File: config.mk
export PLATFORM = sky130hd
export DESIGN_NAME = i2c_register_transaction_sequencer
export DESIGN_NICKNAME = d
export VERILOG_FILES = /design/src/sv/i2c_rts_pkg.sv /design/src/sv/i2c_register_transaction_sequencer.sv
export SDC_FILE = /design/constraint.sdc
export NUM_CORES = 1
export LEC_CHECK = 0
export CAP_MARGIN = 20
export CORE_MARGIN = 3
export CORE_UTILIZATION = 58
export CTS_BUF_LIST = sky130_fd_sc_hd__clkbuf_8 sky130_fd_sc_hd__clkbuf_16
export DETAILED_ROUTE_END_ITERATION = 10
export DONT_BUFFER_PORTS = 1
export PLACE_DENSITY_LB_ADDON = 0.15
export SKIP_LAST_GASP = 1
export SLEW_MARGIN = 30
export SYNTH_ARGS = -nofsm -noshare
export SYNTH_HDL_FRONTEND = slang
export SYNTH_SLANG_ARGS = --single-unit
File: constraint.sdc
create_clock -name clk -period 9 [get_ports clk]
set_input_delay 2.7 -clock clk [delete_from_list [all_inputs] [get_ports clk]]
set_output_delay 2.7 -clock clk [all_outputs]
set_load 0.01 [all_outputs]
File: src/sv/i2c_rts_pkg.sv
// Shared types and constants for the I2C register transaction sequencer.
// Used by the top level i2c_register_transaction_sequencer; no dependencies.
package i2c_rts_pkg;

    // Request codes carried in the input tuser.
    localparam logic [2:0] REQ_WRITE  = 3'd0;
    localparam logic [2:0] REQ_READ   = 3'd1;
    localparam logic [2:0] REQ_PROBE  = 3'd2;
    localparam logic [2:0] REQ_ENGINE = 3'd3;
    localparam logic [2:0] REQ_STOP   = 3'd4;

    // Result kinds carried in the output tuser.
    localparam logic [1:0] KIND_OP   = 2'd0;
    localparam logic [1:0] KIND_BYTE = 2'd1;
    localparam logic [1:0] KIND_DONE = 2'd2;

    // Engine operations.
    localparam logic [2:0] OP_START   = 3'd0;
    localparam logic [2:0] OP_SEND    = 3'd1;
    localparam logic [2:0] OP_RACK    = 3'd2;
    localparam logic [2:0] OP_RNACK   = 3'd3;
    localparam logic [2:0] OP_STOP    = 3'd4;
    localparam logic [2:0] OP_ABANDON = 3'd5;
    localparam logic [2:0] OP_RELEASE = 3'd6;
    localparam logic [2:0] OP_RESET   = 3'd7;

    // Failure stages.
    localparam logic [2:0] STAGE_START = 3'd1;
    localparam logic [2:0] STAGE_ADDR  = 3'd2;
    localparam logic [2:0] STAGE_WDATA = 3'd3;
    localparam logic [2:0] STAGE_RDATA = 3'd4;

    // Engine status codes (after masking).
    localparam logic [7:0] ST_MASK      = 8'hF8;
    localparam logic [7:0] ST_TIMEOUT   = 8'hFF;
    localparam logic [7:0] ST_START     = 8'h08;
    localparam logic [7:0] ST_RSTART    = 8'h10;
    localparam logic [7:0] ST_SLAW_ACK  = 8'h18;
    localparam logic [7:0] ST_SLAW_NACK = 8'h20;
    localparam logic [7:0] ST_DATA_ACK  = 8'h28;
    localparam logic [7:0] ST_DATA_NACK = 8'h30;
    localparam logic [7:0] ST_SLAR_ACK  = 8'h40;
    localparam logic [7:0] ST_SLAR_NACK = 8'h48;
    localparam logic [7:0] ST_RX_ACK    = 8'h50;
    localparam logic [7:0] ST_RX_NACK   = 8'h58;

    // Result queue sizing: one input word can cause up to three results.
    localparam int MAX_RES     = 3;
    localparam int FIFO_DEPTH  = 8;
    localparam int PTR_W       = $clog2(FIFO_DEPTH);
    localparam int CNT_W       = $clog2(FIFO_DEPTH + 1);
    localparam int READY_LIMIT = FIFO_DEPTH - 2 * MAX_RES;

    typedef enum logic [8:0] {
        PH_IDLE   = 9'b000000001,
        PH_START  = 9'b000000010,
        PH_ADDR   = 9'b000000100,
        PH_REG    = 9'b000001000,
        PH_VAL    = 9'b000010000,
        PH_RSTART = 9'b000100000,
        PH_RADDR  = 9'b001000000,
        PH_READ   = 9'b010000000,
        PH_STOPW  = 9'b100000000
    } phase_t;

    // Input tdata layout, lowest field in the lowest bits.
    typedef struct packed {
        logic [4:0] pad;
        logic [1:0] line_levels;
        logic       stop_stuck;
        logic [7:0] engine_data;
        logic       engine_timeout;
        logic [7:0] engine_status;
        logic [7:0] read_count;
        logic [7:0] wr_value;
        logic [7:0] reg_addr;
        logic [6:0] dev_addr;
    } in_word_t;

    // Output tdata layout, lowest field in the lowest bits.
    typedef struct packed {
        logic        pad;
        logic [15:0] stuck_count;
        logic [7:0]  fail_status;
        logic [2:0]  fail_stage;
        logic        done_ok;
        logic [7:0]  read_byte;
        logic [7:0]  engine_byte;
        logic [2:0]  engine_op;
    } out_word_t;

    typedef struct packed {
        logic [1:0] kind;
        logic       last;
        out_word_t  data;
    } res_t;

    function automatic res_t make_res(input logic [1:0] kind, input logic [2:0] op,
                                      input logic [7:0] byte_val, input logic [7:0] rbyte,
                                      input logic ok, input logic [2:0] stage,
                                      input logic [7:0] status, input logic [15:0] count);
        res_t r;
        r                  = '0;
        r.kind             = kind;
        r.data.engine_op   = op;
        r.data.engine_byte = byte_val;
        r.data.read_byte   = rbyte;
        r.data.done_ok     = ok;
        r.data.fail_stage  = stage;
        r.data.fail_status = status;
        r.data.stuck_count = count;
        return r;
    endfunction

endpackage

File: src/sv/i2c_register_transaction_sequencer.sv
// Top level of the I2C register transaction sequencer: decision logic and result queue.
// Depends on i2c_rts_pkg for codes, the phase type and the word layouts.
//
// Usage: commands (register write, burst read, probe) and events from the byte-level
// I2C engine (operation completion, stop result) arrive as words on the slave stream.
// s_tuser selects the request, s_tdata carries its fields. Each word causes zero to
// three result words on the master stream: engine operations to issue, received data
// bytes, and a transaction-done report; m_tuser gives the kind and m_tlast marks the
// final result of one input word.
// Data path: an accepted word is held in an input register and evaluated there; its
// results are then written into an eight-entry result queue, whose head is presented
// on the master side.
// Throughput: one input word per cycle as long as the queue holds no more than two
// results; the output side drains one result per cycle while m_tready is high.
// Reset clears the queue, the input valid flag and all sequencer state; the phase
// returns to idle, the transaction-ok flag is set and the recovery counter is zero.
// When the receiver stalls, results wait in the queue and s_tready drops once the
// queue cannot take two more words' worth of results.
module i2c_register_transaction_sequencer (
    input  logic        clk,
    input  logic        rst_n,
    input  logic        s_tvalid,
    output logic        s_tready,
    // s_tdata from bit 0: dev_addr[6:0], reg_addr[7:0], wr_value[7:0], read_count[7:0],
    // engine_status[7:0], engine_timeout, engine_data[7:0], stop_stuck, line_levels[1:0],
    // five zero bits
    input  logic [55:0] s_tdata,
    // s_tuser: req_type[2:0]
    input  logic [2:0]  s_tuser,
    output logic        m_tvalid,
    input  logic        m_tready,
    // m_tdata from bit 0: engine_op[2:0], engine_byte[7:0], read_byte[7:0], done_ok,
    // fail_stage[2:0], fail_status[7:0], stuck_count[15:0], one zero bit
    output logic [47:0] m_tdata,
    // m_tuser: out_kind[1:0]
    output logic [1:0]  m_tuser,
    output logic        m_tlast
);

    // Input register.
    logic                  in_valid_reg;
    i2c_rts_pkg::in_word_t in_data_reg;
    logic [2:0]            in_req_reg;

    // Sequencer state.
    i2c_rts_pkg::phase_t phase_reg, phase_next;
    logic [1:0]          kind_reg, kind_next;
    logic [6:0]          dev_reg, dev_next;
    logic [7:0]          regad_reg, regad_next;
    logic [7:0]          value_reg, value_next;
    logic [7:0]          left_reg, left_next;
    logic [7:0]          lstat_reg, lstat_next;
    logic [2:0]          sstage_reg, sstage_next;
    logic [7:0]          sstat_reg, sstat_next;
    logic                ok_reg, ok_next;
    logic [15:0]         rec_reg, rec_next;

    // Result queue.
    i2c_rts_pkg::res_t            fifo_reg [i2c_rts_pkg::FIFO_DEPTH];
    logic [i2c_rts_pkg::PTR_W-1:0] wr_ptr_reg, rd_ptr_reg;
    logic [i2c_rts_pkg::CNT_W-1:0] count_reg;

    i2c_rts_pkg::res_t res [i2c_rts_pkg::MAX_RES];
    logic [1:0]        nres;
    logic              pop;

    // Decision flags that route into the shared stop and done tails.
    logic       do_fail, do_stop, do_done;
    logic [2:0] f_stage;
    logic [7:0] f_status;
    logic [7:0] st;
    logic [7:0] addr_w, addr_r;
    logic       tmo;

    assign s_tready = (count_reg <= i2c_rts_pkg::CNT_W'(i2c_rts_pkg::READY_LIMIT));
    assign m_tvalid = (count_reg != '0);
    assign pop      = m_tvalid && m_tready;
    assign m_tdata  = fifo_reg[rd_ptr_reg].data;
    assign m_tuser  = fifo_reg[rd_ptr_reg].kind;
    assign m_tlast  = fifo_reg[rd_ptr_reg].last;

    assign st     = in_data_reg.engine_status & i2c_rts_pkg::ST_MASK;
    assign tmo    = in_data_reg.engine_timeout;
    assign addr_w = {dev_reg, 1'b0};
    assign addr_r = {dev_reg, 1'b1};

    always_comb
    begin
        phase_next  = phase_reg;
        kind_next   = kind_reg;
        dev_next    = dev_reg;
        regad_next  = regad_reg;
        value_next  = value_reg;
        left_next   = left_reg;
        lstat_next  = lstat_reg;
        sstage_next = sstage_reg;
        sstat_next  = sstat_reg;
        ok_next     = ok_reg;
        rec_next    = rec_reg;
        do_fail     = 1'b0;
        do_stop     = 1'b0;
        do_done     = 1'b0;
        f_stage     = '0;
        f_status    = '0;
        nres        = '0;
        for (int i = 0; i < i2c_rts_pkg::MAX_RES; i++)
        begin
            res[i] = '0;
        end

        if (in_valid_reg)
        begin
            case (in_req_reg)
                i2c_rts_pkg::REQ_WRITE, i2c_rts_pkg::REQ_READ, i2c_rts_pkg::REQ_PROBE:
                begin
                    if (phase_reg == i2c_rts_pkg::PH_IDLE)
                    begin
                        kind_next  = in_req_reg[1:0];
                        dev_next   = in_data_reg.dev_addr;
                        regad_next = in_data_reg.reg_addr;
                        value_next = in_data_reg.wr_value;
                        left_next  = in_data_reg.read_count;
                        ok_next    = 1'b1;
                        if (in_req_reg == i2c_rts_pkg::REQ_READ && in_data_reg.read_count == '0)
                        begin
                            do_done = 1'b1;
                        end
                        else
                        begin
                            res[0] = i2c_rts_pkg::make_res(i2c_rts_pkg::KIND_OP,
                                         i2c_rts_pkg::OP_START, '0, '0, 1'b0, '0, '0, rec_reg);
                            nres = 2'd1;
                            phase_next = i2c_rts_pkg::PH_START;
                        end
                    end
                end
                i2c_rts_pkg::REQ_ENGINE:
                begin
                    if (phase_reg != i2c_rts_pkg::PH_IDLE && phase_reg != i2c_rts_pkg::PH_STOPW)
                    begin
                        lstat_next = st;
                    end
                    case (phase_reg)
                        i2c_rts_pkg::PH_START, i2c_rts_pkg::PH_RSTART:
                        begin
                            f_stage = i2c_rts_pkg::STAGE_START;
                            if (tmo || (st != i2c_rts_pkg::ST_START
                                        && st != i2c_rts_pkg::ST_RSTART))
                            begin
                                do_fail = 1'b1;
                            end
                            else
                            begin
                                res[0] = i2c_rts_pkg::make_res(i2c_rts_pkg::KIND_OP,
                                             i2c_rts_pkg::OP_SEND,
                                             (phase_reg == i2c_rts_pkg::PH_START) ? addr_w
                                                                                  : addr_r,
                                             '0, 1'b0, '0, '0, rec_reg);
                                nres = 2'd1;
                                phase_next = (phase_reg == i2c_rts_pkg::PH_START)
                                             ? i2c_rts_pkg::PH_ADDR : i2c_rts_pkg::PH_RADDR;
                            end
                        end
                        i2c_rts_pkg::PH_ADDR:
                        begin
                            f_stage = i2c_rts_pkg::STAGE_ADDR;
                            if (tmo || (st != i2c_rts_pkg::ST_SLAW_ACK
                                        && st != i2c_rts_pkg::ST_SLAR_ACK))
                            begin
                                do_fail = 1'b1;
                            end
                            else if (kind_reg == i2c_rts_pkg::REQ_PROBE[1:0])
                            begin
                                do_stop = 1'b1;
                            end
                            else
                            begin
                                res[0] = i2c_rts_pkg::make_res(i2c_rts_pkg::KIND_OP,
                                             i2c_rts_pkg::OP_SEND, regad_reg, '0, 1'b0,
                                             '0, '0, rec_reg);
                                nres = 2'd1;
                                phase_next = i2c_rts_pkg::PH_REG;
                            end
                        end
                        i2c_rts_pkg::PH_REG:
                        begin
                            f_stage = i2c_rts_pkg::STAGE_WDATA;
                            if (tmo || st != i2c_rts_pkg::ST_DATA_ACK)
                            begin
                                do_fail = 1'b1;
                            end
                            else if (kind_reg == i2c_rts_pkg::REQ_WRITE[1:0])
                            begin
                                res[0] = i2c_rts_pkg::make_res(i2c_rts_pkg::KIND_OP,
                                             i2c_rts_pkg::OP_SEND, value_reg, '0, 1'b0,
                                             '0, '0, rec_reg);
                                nres = 2'd1;
                                phase_next = i2c_rts_pkg::PH_VAL;
                            end
                            else
                            begin
                                res[0] = i2c_rts_pkg::make_res(i2c_rts_pkg::KIND_OP,
                                             i2c_rts_pkg::OP_START, '0, '0, 1'b0,
                                             '0, '0, rec_reg);
                                nres = 2'd1;
                                phase_next = i2c_rts_pkg::PH_RSTART;
                            end
                        end
                        i2c_rts_pkg::PH_VAL:
                        begin
                            f_stage = i2c_rts_pkg::STAGE_WDATA;
                            if (tmo || st != i2c_rts_pkg::ST_DATA_ACK)
                            begin
                                do_fail = 1'b1;
                            end
                            else
                            begin
                                do_stop = 1'b1;
                            end
                        end
                        i2c_rts_pkg::PH_RADDR:
                        begin
                            f_stage = i2c_rts_pkg::STAGE_ADDR;
                            if (tmo || (st != i2c_rts_pkg::ST_SLAW_ACK
                                        && st != i2c_rts_pkg::ST_SLAR_ACK))
                            begin
                                do_fail = 1'b1;
                            end
                            else
                            begin
                                res[0] = i2c_rts_pkg::make_res(i2c_rts_pkg::KIND_OP,
                                             (left_reg > 8'd1) ? i2c_rts_pkg::OP_RACK
                                                               : i2c_rts_pkg::OP_RNACK,
                                             '0, '0, 1'b0, '0, '0, rec_reg);
                                nres = 2'd1;
                                phase_next = i2c_rts_pkg::PH_READ;
                            end
                        end
                        i2c_rts_pkg::PH_READ:
                        begin
                            f_stage = i2c_rts_pkg::STAGE_RDATA;
                            if (tmo || st != ((left_reg > 8'd1) ? i2c_rts_pkg::ST_RX_ACK
                                                                : i2c_rts_pkg::ST_RX_NACK))
                            begin
                                do_fail = 1'b1;
                            end
                            else
                            begin
                                res[0] = i2c_rts_pkg::make_res(i2c_rts_pkg::KIND_BYTE,
                                             3'd0, '0, in_data_reg.engine_data, 1'b0,
                                             '0, '0, rec_reg);
                                nres = 2'd1;
                                if (left_reg != '0)
                                begin
                                    left_next = left_reg - 8'd1;
                                end
                                if (left_next != '0)
                                begin
                                    res[1] = i2c_rts_pkg::make_res(i2c_rts_pkg::KIND_OP,
                                                 (left_next > 8'd1) ? i2c_rts_pkg::OP_RACK
                                                                    : i2c_rts_pkg::OP_RNACK,
                                                 '0, '0, 1'b0, '0, '0, rec_reg);
                                    nres = 2'd2;
                                end
                                else
                                begin
                                    do_stop = 1'b1;
                                end
                            end
                        end
                        default:
                        begin
                        end
                    endcase
                    f_status = tmo ? i2c_rts_pkg::ST_TIMEOUT : st;
                end
                i2c_rts_pkg::REQ_STOP:
                begin
                    if (phase_reg == i2c_rts_pkg::PH_STOPW)
                    begin
                        if (in_data_reg.stop_stuck)
                        begin
                            rec_next = rec_reg + 16'd1;
                            // A line held low gets released; otherwise the engine is reset.
                            res[0] = i2c_rts_pkg::make_res(i2c_rts_pkg::KIND_OP,
                                         (in_data_reg.line_levels != 2'b11)
                                         ? i2c_rts_pkg::OP_RELEASE : i2c_rts_pkg::OP_RESET,
                                         '0, '0, 1'b0, '0, '0, rec_next);
                            nres = 2'd1;
                        end
                        do_done = 1'b1;
                    end
                end
                default:
                begin
                end
            endcase

            if (do_fail)
            begin
                sstage_next = f_stage;
                sstat_next  = f_status;
                ok_next     = 1'b0;
                do_stop     = 1'b1;
            end

            // The STOP path: after an address or write-data NACK status the engine is abandoned, else STOP is sent.
            if (do_stop)
            begin
                if (lstat_next == i2c_rts_pkg::ST_SLAW_NACK
                    || lstat_next == i2c_rts_pkg::ST_SLAR_NACK
                    || lstat_next == i2c_rts_pkg::ST_DATA_NACK)
                begin
                    res[nres] = i2c_rts_pkg::make_res(i2c_rts_pkg::KIND_OP,
                                    i2c_rts_pkg::OP_ABANDON, '0, '0, 1'b0, '0, '0, rec_next);
                    nres    = nres + 2'd1;
                    do_done = 1'b1;
                end
                else
                begin
                    res[nres] = i2c_rts_pkg::make_res(i2c_rts_pkg::KIND_OP,
                                    i2c_rts_pkg::OP_STOP, '0, '0, 1'b0, '0, '0, rec_next);
                    nres       = nres + 2'd1;
                    phase_next = i2c_rts_pkg::PH_STOPW;
                end
            end

            if (do_done)
            begin
                res[nres] = i2c_rts_pkg::make_res(i2c_rts_pkg::KIND_DONE, 3'd0, '0, '0,
                                ok_next, ok_next ? 3'd0 : sstage_next,
                                ok_next ? 8'd0 : sstat_next, rec_next);
                nres       = nres + 2'd1;
                phase_next = i2c_rts_pkg::PH_IDLE;
            end

            if (nres != '0)
            begin
                res[nres - 2'd1].last = 1'b1;
            end
        end
    end

    always_ff @(posedge clk or negedge rst_n)
    begin
        if (!rst_n)
        begin
            in_valid_reg <= 1'b0;
            phase_reg    <= i2c_rts_pkg::PH_IDLE;
            kind_reg     <= '0;
            dev_reg      <= '0;
            regad_reg    <= '0;
            value_reg    <= '0;
            left_reg     <= '0;
            lstat_reg    <= '0;
            sstage_reg   <= '0;
            sstat_reg    <= '0;
            ok_reg       <= 1'b1;
            rec_reg      <= '0;
            wr_ptr_reg   <= '0;
            rd_ptr_reg   <= '0;
            count_reg    <= '0;
        end
        else
        begin
            in_valid_reg <= s_tvalid && s_tready;
            phase_reg    <= phase_next;
            kind_reg     <= kind_next;
            dev_reg      <= dev_next;
            regad_reg    <= regad_next;
            value_reg    <= value_next;
            left_reg     <= left_next;
            lstat_reg    <= lstat_next;
            sstage_reg   <= sstage_next;
            sstat_reg    <= sstat_next;
            ok_reg       <= ok_next;
            rec_reg      <= rec_next;
            wr_ptr_reg   <= wr_ptr_reg + i2c_rts_pkg::PTR_W'(nres);
            rd_ptr_reg   <= rd_ptr_reg + i2c_rts_pkg::PTR_W'(pop);
            count_reg    <= count_reg + i2c_rts_pkg::CNT_W'(nres)
                            - i2c_rts_pkg::CNT_W'(pop);
        end
    end

    // Payload storage needs no reset.
    always_ff @(posedge clk)
    begin
        if (s_tvalid && s_tready)
        begin
            in_data_reg <= s_tdata;
            in_req_reg  <= s_tuser;
        end
        for (int i = 0; i < i2c_rts_pkg::MAX_RES; i++)
        begin
            if (2'(i) < nres)
            begin
                fifo_reg[wr_ptr_reg + i2c_rts_pkg::PTR_W'(i)] <= res[i];
            end
        end
    end

    // The queue never holds more entries than it has.
    assert property (@(posedge clk) disable iff (!rst_n)
        count_reg <= i2c_rts_pkg::CNT_W'(i2c_rts_pkg::FIFO_DEPTH))
        else $error("result queue overflow");

    // A word under evaluation always finds room for its worst-case results.
    assert property (@(posedge clk) disable iff (!rst_n)
        in_valid_reg |-> ({1'b0, count_reg} + 5'(i2c_rts_pkg::MAX_RES)
                          <= 5'(i2c_rts_pkg::FIFO_DEPTH)))
        else $error("no room for results of the word under evaluation");

    // The recovery counter moves only on a stop result evaluated in the prior cycle.
    assert property (@(posedge clk) disable iff (!rst_n)
        (rec_reg != $past(rec_reg)) |->
            $past(in_valid_reg && in_req_reg == i2c_rts_pkg::REQ_STOP))
        else $error("recovery counter changed without a stop result");

    // A stuck-stop recovery always advances the counter by exactly one.
    assert property (@(posedge clk) disable iff (!rst_n)
        (in_valid_reg && in_req_reg == i2c_rts_pkg::REQ_STOP
         && phase_reg == i2c_rts_pkg::PH_STOPW && in_data_reg.stop_stuck)
        |=> (rec_reg == $past(rec_reg) + 16'd1))
        else $error("recovery counter did not advance");

endmodule
==> impl_metrics.py, run 1 <==
metrics = {
    "cells_and_area": {
        "syn2layout_area_growth_pct": 8.95,
        "antennaDiodeCount": 0,
        "postLayoutCoreUtil": 0.647,
        "final_common_cell": "edfxtp_1",
        "largest_reg_flops": 400,
        "final_net_count": 2029,
        "design_area_um2": 28900,
        "final_cell_mix": "451 x edfxtp_1, 237 x nor2_1, 120 x nand2_1",
        "drive_gt1_frac": 0.190,
        "final_cells": 2577,
    },
    "synthesis": {
        "syn_inst": 1984,
        "ys_async_sr_fraction": 0.165,
        "synth.area.top_cells": "edfxtp_1 51%, mux4_2 8.5%, dfrtp_1 8.2%, mux2_2 4.7%, mux2i_1 4.1%",
        "synth_area_um2": 26500,
        "synth_mux_area_frac": 0.176,
        "synth_fp_nets": 2071,
        "synth_warnings": 0,
        "synthSimpleGateAreaFrac": 0.113,
        "synth_top_family_by_area": "multiplexers",
        "synth-seq-area-share": 0.594,
        "ys_types": 83,
        "synth-edff-count": 451,
        "synth_top_area_share": 0.510,
        "synthAdderAreaFrac": 0.0119,
        "synth.avg_cell_area_um2": 13.4,
        "synth-compound-area-share": 0.0672,
        "synth_area_leader_cell": "edfxtp_1",
        "synthXorXnorAreaFrac": 0.0125,
        "synthFlopType": "edfxtp_1",
        "synth-seq-cells": 540,
    },
    "die": {
        "die_x_um": 220,
        "design.core.area_um2": 44700,
        "ios": 116,
        "die_area_um2": 48400,
        "std_cell_rows": 77,
        "start_util": 0.594,
        "die_y_um": 220,
    },
    "clock_network": {
        "cts_buffers": 54,
        "htreeDepth": 2,
        "insertion_delay_ns": 0.63,
        "cts_buffer_depth": 3,
        "clockRootBuffer": "clkbuf_16",
        "cts_resized": 0,
        "clock-sinks": 540,
        "clkTransAtPathRegs_ns": 0.06,
        "holdBufCountCts": 0,
        "cts_tree": "done",
        "cts_setup_buffers": 0,
    },
    "global_route": {
        "grt_start_max_net_pins": 102,
        "grt_pass1_vias": 16859,
        "overflow": 0,
        "gr-usage-all-layers": 0.273,
        "grt_pass1_wl_um": 99500,
        "antenna_found_initial": 1,
    },
    "outcome": {
        "outcome": "finished, final reports clean",
    },
    "placement": {
        "dp.final_hpwl_um": 40100,
        "dp_cells": 2477,
        "port_buffers": 0,
        "dp_slack_ns": 1.57,
        "place.gp.congestion": 0.929,
        "placed_area_um2": 27100,
    },
    "timing": {
        "max_clock_freq_mhz": 133,
        "finalClockSkew_ns": 0.0269,
        "hold_viol": 0,
        "drv_slew": 0,
        "finalWorstSetupSlack_ns": 1.51,
        "fin_crit_ns": 7.49,
        "maxSlewHeadroom": 0.357,
        "worstMarginPinSlew_ns": 0.965,
        "setup_viol": 0,
        "rsz0062_at_grt": "no",
        "period_share": 0.832,
        "hold-worst-slack_ns": 0.475,
        "finalSetupTns_ns": 0,
    },
    "critical_path": {
        "cp.required_ns": 9.23,
        "cp-end-kind": "register",
        "crit_fanout": 41,
        "crit_end": "fifo_reg[4][3]",
        "crit_chain": "inv_1 > ha_1 > nor3b_1 > a21oi_1 > a41o_1 > a311oi_4 > inv_1 > ha_1 > o311a_1 > nor2_1 > inv_1 > ha_1 > a21o_1 > mux2i_4 > and2_1 > nand2_1 > xor2_1 > o31ai_4 > buf_4",
        "r2r_end": "fifo_reg[4][3]",
        "arrival_ns": 7.73,
        "rr_worst_depth": 19,
        "worstPathBufferInverterCount": 4,
        "startpoint_type": "register",
        "crit_cells": 19,
        "timing.rr.start": "left_reg[0]",
        "rrSetupSlack_ns": 1.51,
        "slowest_stage": "nor3b_1",
        "critical-path-top-delay-family": "compound AO/OA/AOI/OAI gates",
        "crit_start": "left_reg[0]",
        "crit_type": "reg2reg",
        "cpPeakStageDelay_ns": 0.76,
    },
    "power_and_ir_drop": {
        "power_mw": 5.82,
        "p_leak_nw": 9.67,
        "irDropWorstVdd_v": 0.000176,
        "powerDensity_nw_per_um2": 201,
    },
    "min_path": {
        "hold_path.class": "reg2reg",
    },
    "route": {
        "num_vias": 16580,
        "drt-pass1-iter-count": 5,
        "drtIter0Drc": 1607,
        "drt-wirelength-per-cell_um": 25.1,
        "wl_um": 64700,
        "ant_nets": 0,
        "via_per_inst": 6.43,
        "drc": 0,
    },
    "run": {
        "drv_cap": 0,
    },
}
-- area by class of cell --
class                   instances  area (um2)
flip-flops and latches        540       15800
fillers                      3288       15800
multi-input cells            1276       10200
clock buffers                  60        1450
well taps                     592         741
repair buffers                 37         314
clock inverters                39         292
inverters                      33         124
-- cells in the mapped netlist (all sizes together) (15+ instances only) --
master and number:
edfxtp 451, nor2 238, nand2 122, mux2 116, mux2i 109, mux4 100
clkbuf 91, dfrtp 87, o21ai 74, and2 71, a21oi 64, buf 44
inv 33, nand3 32, nor3 27, ha 22, and3 21, xnor2 20
nor4 18, xor2 18, or2 16, o22ai 15
-- logic make-up after synthesis --
kind of cell	after synthesis
simple gates	620
flops	540
mux	325
compound gates	268
buf+inv	168
xor+xnor	38
fa+ha+maj	24
other cells	1
-- worst min-delay path by stage --
stage	start	end	slack [ns]	depth (start not counted)
4_1_cts	in_data_reg[9]	regad_reg[2]	0.48	1
5_1_grt	in_data_reg[8]	regad_reg[1]	0.49	1
3_5_place_dp	in_data_reg[9]	regad_reg[2]	0.46	1
3_3_place_gp	sstat_reg[2]	sstat_reg[2]	0.45	2
6_report	in_data_reg[8]	regad_reg[1]	0.48	1
2_1_floorplan	sstat_reg[2]	sstat_reg[2]	0.44	2
-- power breakdown --
group / switching (mW) / total, mW / internal (mW)
combinational: 0.427 / 0.727 / 0.301
sequential: 0.112 / 2.89 / 2.78
clock: 0.959 / 2.20 / 1.24
total: 1.50 / 5.82 / 4.32
-- layer usage --
metal | track usage | up-vias | share of wire
met5 | 0 | - | 0
met4 | 0.0766 | 0 | 0.025
met3 | 0.0470 | 119 | 0.072
met2 | 0.449 | 626 | 0.48
met1 | 0.380 | 8399 | 0.42
li1 | - | 7436 | -
No activity file was read; power rests on OpenSTA's default activity.
==> inputs of run 2 (changes only) <==
--- a/config.mk
+++ b/config.mk
@@ -7,7 +7,7 @@
 export LEC_CHECK = 0
 export CAP_MARGIN = 20
 export CORE_MARGIN = 3
-export CORE_UTILIZATION = 58
+export CORE_UTILIZATION = 64
 export CTS_BUF_LIST = sky130_fd_sc_hd__clkbuf_8 sky130_fd_sc_hd__clkbuf_16
 export DETAILED_ROUTE_END_ITERATION = 10
 export DONT_BUFFER_PORTS = 1
==> constraint.sdc (replaced) <==
create_clock -name clk -period 7.8 [get_ports clk]
set_input_delay 2.34 -clock clk [delete_from_list [all_inputs] [get_ports clk]]
set_output_delay 2.34 -clock clk [all_outputs]
set_load 0.01 [all_outputs]
==> impl_metrics.py, run 2 (synthesis results as in run 1) <==
metrics = {
    "placement": {
        "place.gp.congestion": 0.951,
        "port_buffers": 0,
        "dp.final_hpwl_um": 41200,
    },
    "outcome": {
        "outcome": "finished, final reports clean",
    },
    "global_route": {
        "overflow": 0,
        "met3_usage": 0.0538,
        "grt_start_max_net_pins": 94,
        "grt_pass1_vias": 16826,
        "use_met1": 0.421,
        "antenna_found_initial": 1,
        "use_met2": 0.480,
        "grt-busiest-layer": "met2",
        "grt_pass1_wl_um": 99200,
        "gr-usage-all-layers": 0.295,
    },
    "timing": {
        "fin_crit_ns": 7.01,
        "finalClockSkew_ns": 0.0139,
        "hold_viol": 0,
        "rsz0062_at_grt": "no",
        "worstMarginPinSlew_ns": 1.00,
        "finalSetupTns_ns": 0,
        "period_share": 0.899,
        "setup_viol": 0,
        "maxSlewHeadroom": 0.321,
        "drv_slew": 0,
        "max_clock_freq_mhz": 143,
    },
    "critical_path": {
        "cp-end-kind": "register",
        "crit_fanout": 22,
        "critical-path-top-delay-family": "compound AO/OA/AOI/OAI gates",
        "arrival_ns": 7.31,
        "crit_type": "reg2reg",
        "worstPathBufferInverterCount": 4,
        "cp.required_ns": 8.10,
        "cpPeakStageDelay_ns": 0.68,
        "slowest_stage": "nor3b_1",
        "crit_chain": "inv_1 > ha_1 > nor3b_1 > a21oi_1 > a41o_1 > a311oi_4 > inv_1 > ha_1 > o311a_1 > nor2_1 > inv_1 > ha_1 > a21o_1 > mux2i_4 > and2_1 > nand2_1 > xor2_1 > a31o_2 > buf_12",
        "startpoint_type": "register",
    },
    "route": {
        "drtIter0Drc": 1808,
        "num_vias": 16786,
        "wl_um": 64400,
        "drt-pass1-iter-count": 5,
        "ant_nets": 0,
        "drc": 0,
        "drt-wirelength-per-cell_um": 25.5,
        "via_per_inst": 6.65,
    },
    "cells_and_area": {
        "largest_reg_flops": 400,
        "final_net_count": 2041,
        "final_cell_mix": "451 x edfxtp_1, 238 x nor2_1, 120 x nand2_1",
        "final_common_cell": "edfxtp_1",
        "syn2layout_area_growth_pct": 9.33,
        "fillCellCount": 2663,
        "drive_gt1_frac": 0.191,
    },
    "clock_network": {
        "cts_setup_buffers": 0,
        "cts_buffers": 54,
        "htreeDepth": 2,
        "cts_tree": "done",
        "holdBufCountCts": 0,
        "cts_buffer_depth": 3,
        "clock-sinks": 540,
        "clkTransAtPathRegs_ns": 0.07,
        "cts_resized": 0,
        "insertion_delay_ns": 0.61,
        "clockRootBuffer": "clkbuf_16",
    },
    "run": {
        "drv_cap": 0,
    },
    "power_and_ir_drop": {
        "irDropWorstVdd_v": 0.000268,
        "power_mw": 6.72,
        "powerDensity_nw_per_um2": 231,
        "p_leak_nw": 9.76,
    },
    "die": {
        "design.core.area_um2": 40400,
        "die_y_um": 210,
        "die_x_um": 210,
        "start_util": 0.658,
        "die_area_um2": 44000,
        "ios": 116,
        "std_cell_rows": 73,
    },
    "min_path": {
        "hold_path.class": "reg2reg",
    },
}
## run 2: cell types whose count changed in the layout (fill, tap and decap cells not counted), moves of 2 or more
| cell | delta |
|---|---|
| inv_1 | +4 |
| buf_12 | +10 |
| clkinv_2 | -3 |
| buf_4 | +3 |
| bufinv_16 | +2 |
| clkinvlp_4 | +2 |
| clkbuf_8 | -4 |
## run 2: final timing paths
kind	slack [ns]	start	end	cells after the start
hold reg to reg	0.47	sstat_reg[2]	sstat_reg[2]	2
setup reg to reg	0.79	left_reg[0]	fifo_reg[0][6]	19
min in group asynchronous	1.42	rst_n	sstat_reg[0]	0
setup / recovery	0.79	left_reg[0]	fifo_reg[0][6]	19
max in group asynchronous	6.17	rst_n	phase_reg[0]	0
hold / removal	0.47	sstat_reg[2]	sstat_reg[2]	2
## run 2: area by class of cell
type / count / area [um2] / share of cell area
multi-input cells: 1276 / 10200 / 0.352
diodes: 1 / 2.50 / 0.0000862
well taps: 525 / 657 / 0.0226
clock inverters: 42 / 328 / 0.0113
repair buffers: 49 / 509 / 0.0175
inverters: 33 / 124 / 0.00427
flip-flops and latches: 540 / 15800 / 0.544
clock buffers: 57 / 1420 / 0.0488
## run 2: power breakdown
part           leakage, nW  internal [mW]  total, mW  switching, mW
combinational         4.43          0.332      0.786          0.455
sequential            4.43           3.21       3.37          0.163
clock                0.902           1.47       2.56           1.09
## run 2: per-stage QoR
step	instances	area [um2]	hold slack [ns]	utilization	setup slack (ns)
finish	2523	29000	0.468	0.719	0.789
global route	2522	29000	0.488	0.719	0.172
CTS	2521	29000	0.473	0.719	0.840
detailed placement	2422	27300	0.458	0.675	0.876
global placement	2421	27200	0.455	0.675	0.854
floorplan	1984	26500	0.440	-	-1.12
## run 2: per-layer routing
| metal | wire, um | up-vias |
|---|---|---|
| met2 | 31100 | 761 |
| met5 | 0 | - |
| met3 | 5240 | 135 |
| met1 | 26400 | 8402 |
| li1 | - | 7488 |
| met4 | 1640 | 0 |
## run 2: tightest hold or removal path: cells and delay by family, from the launching register on
family / cells / cell delay [ns]
flip-flops: 1 / 0.35
AND/OR/NAND/NOR: 2 / 0.09
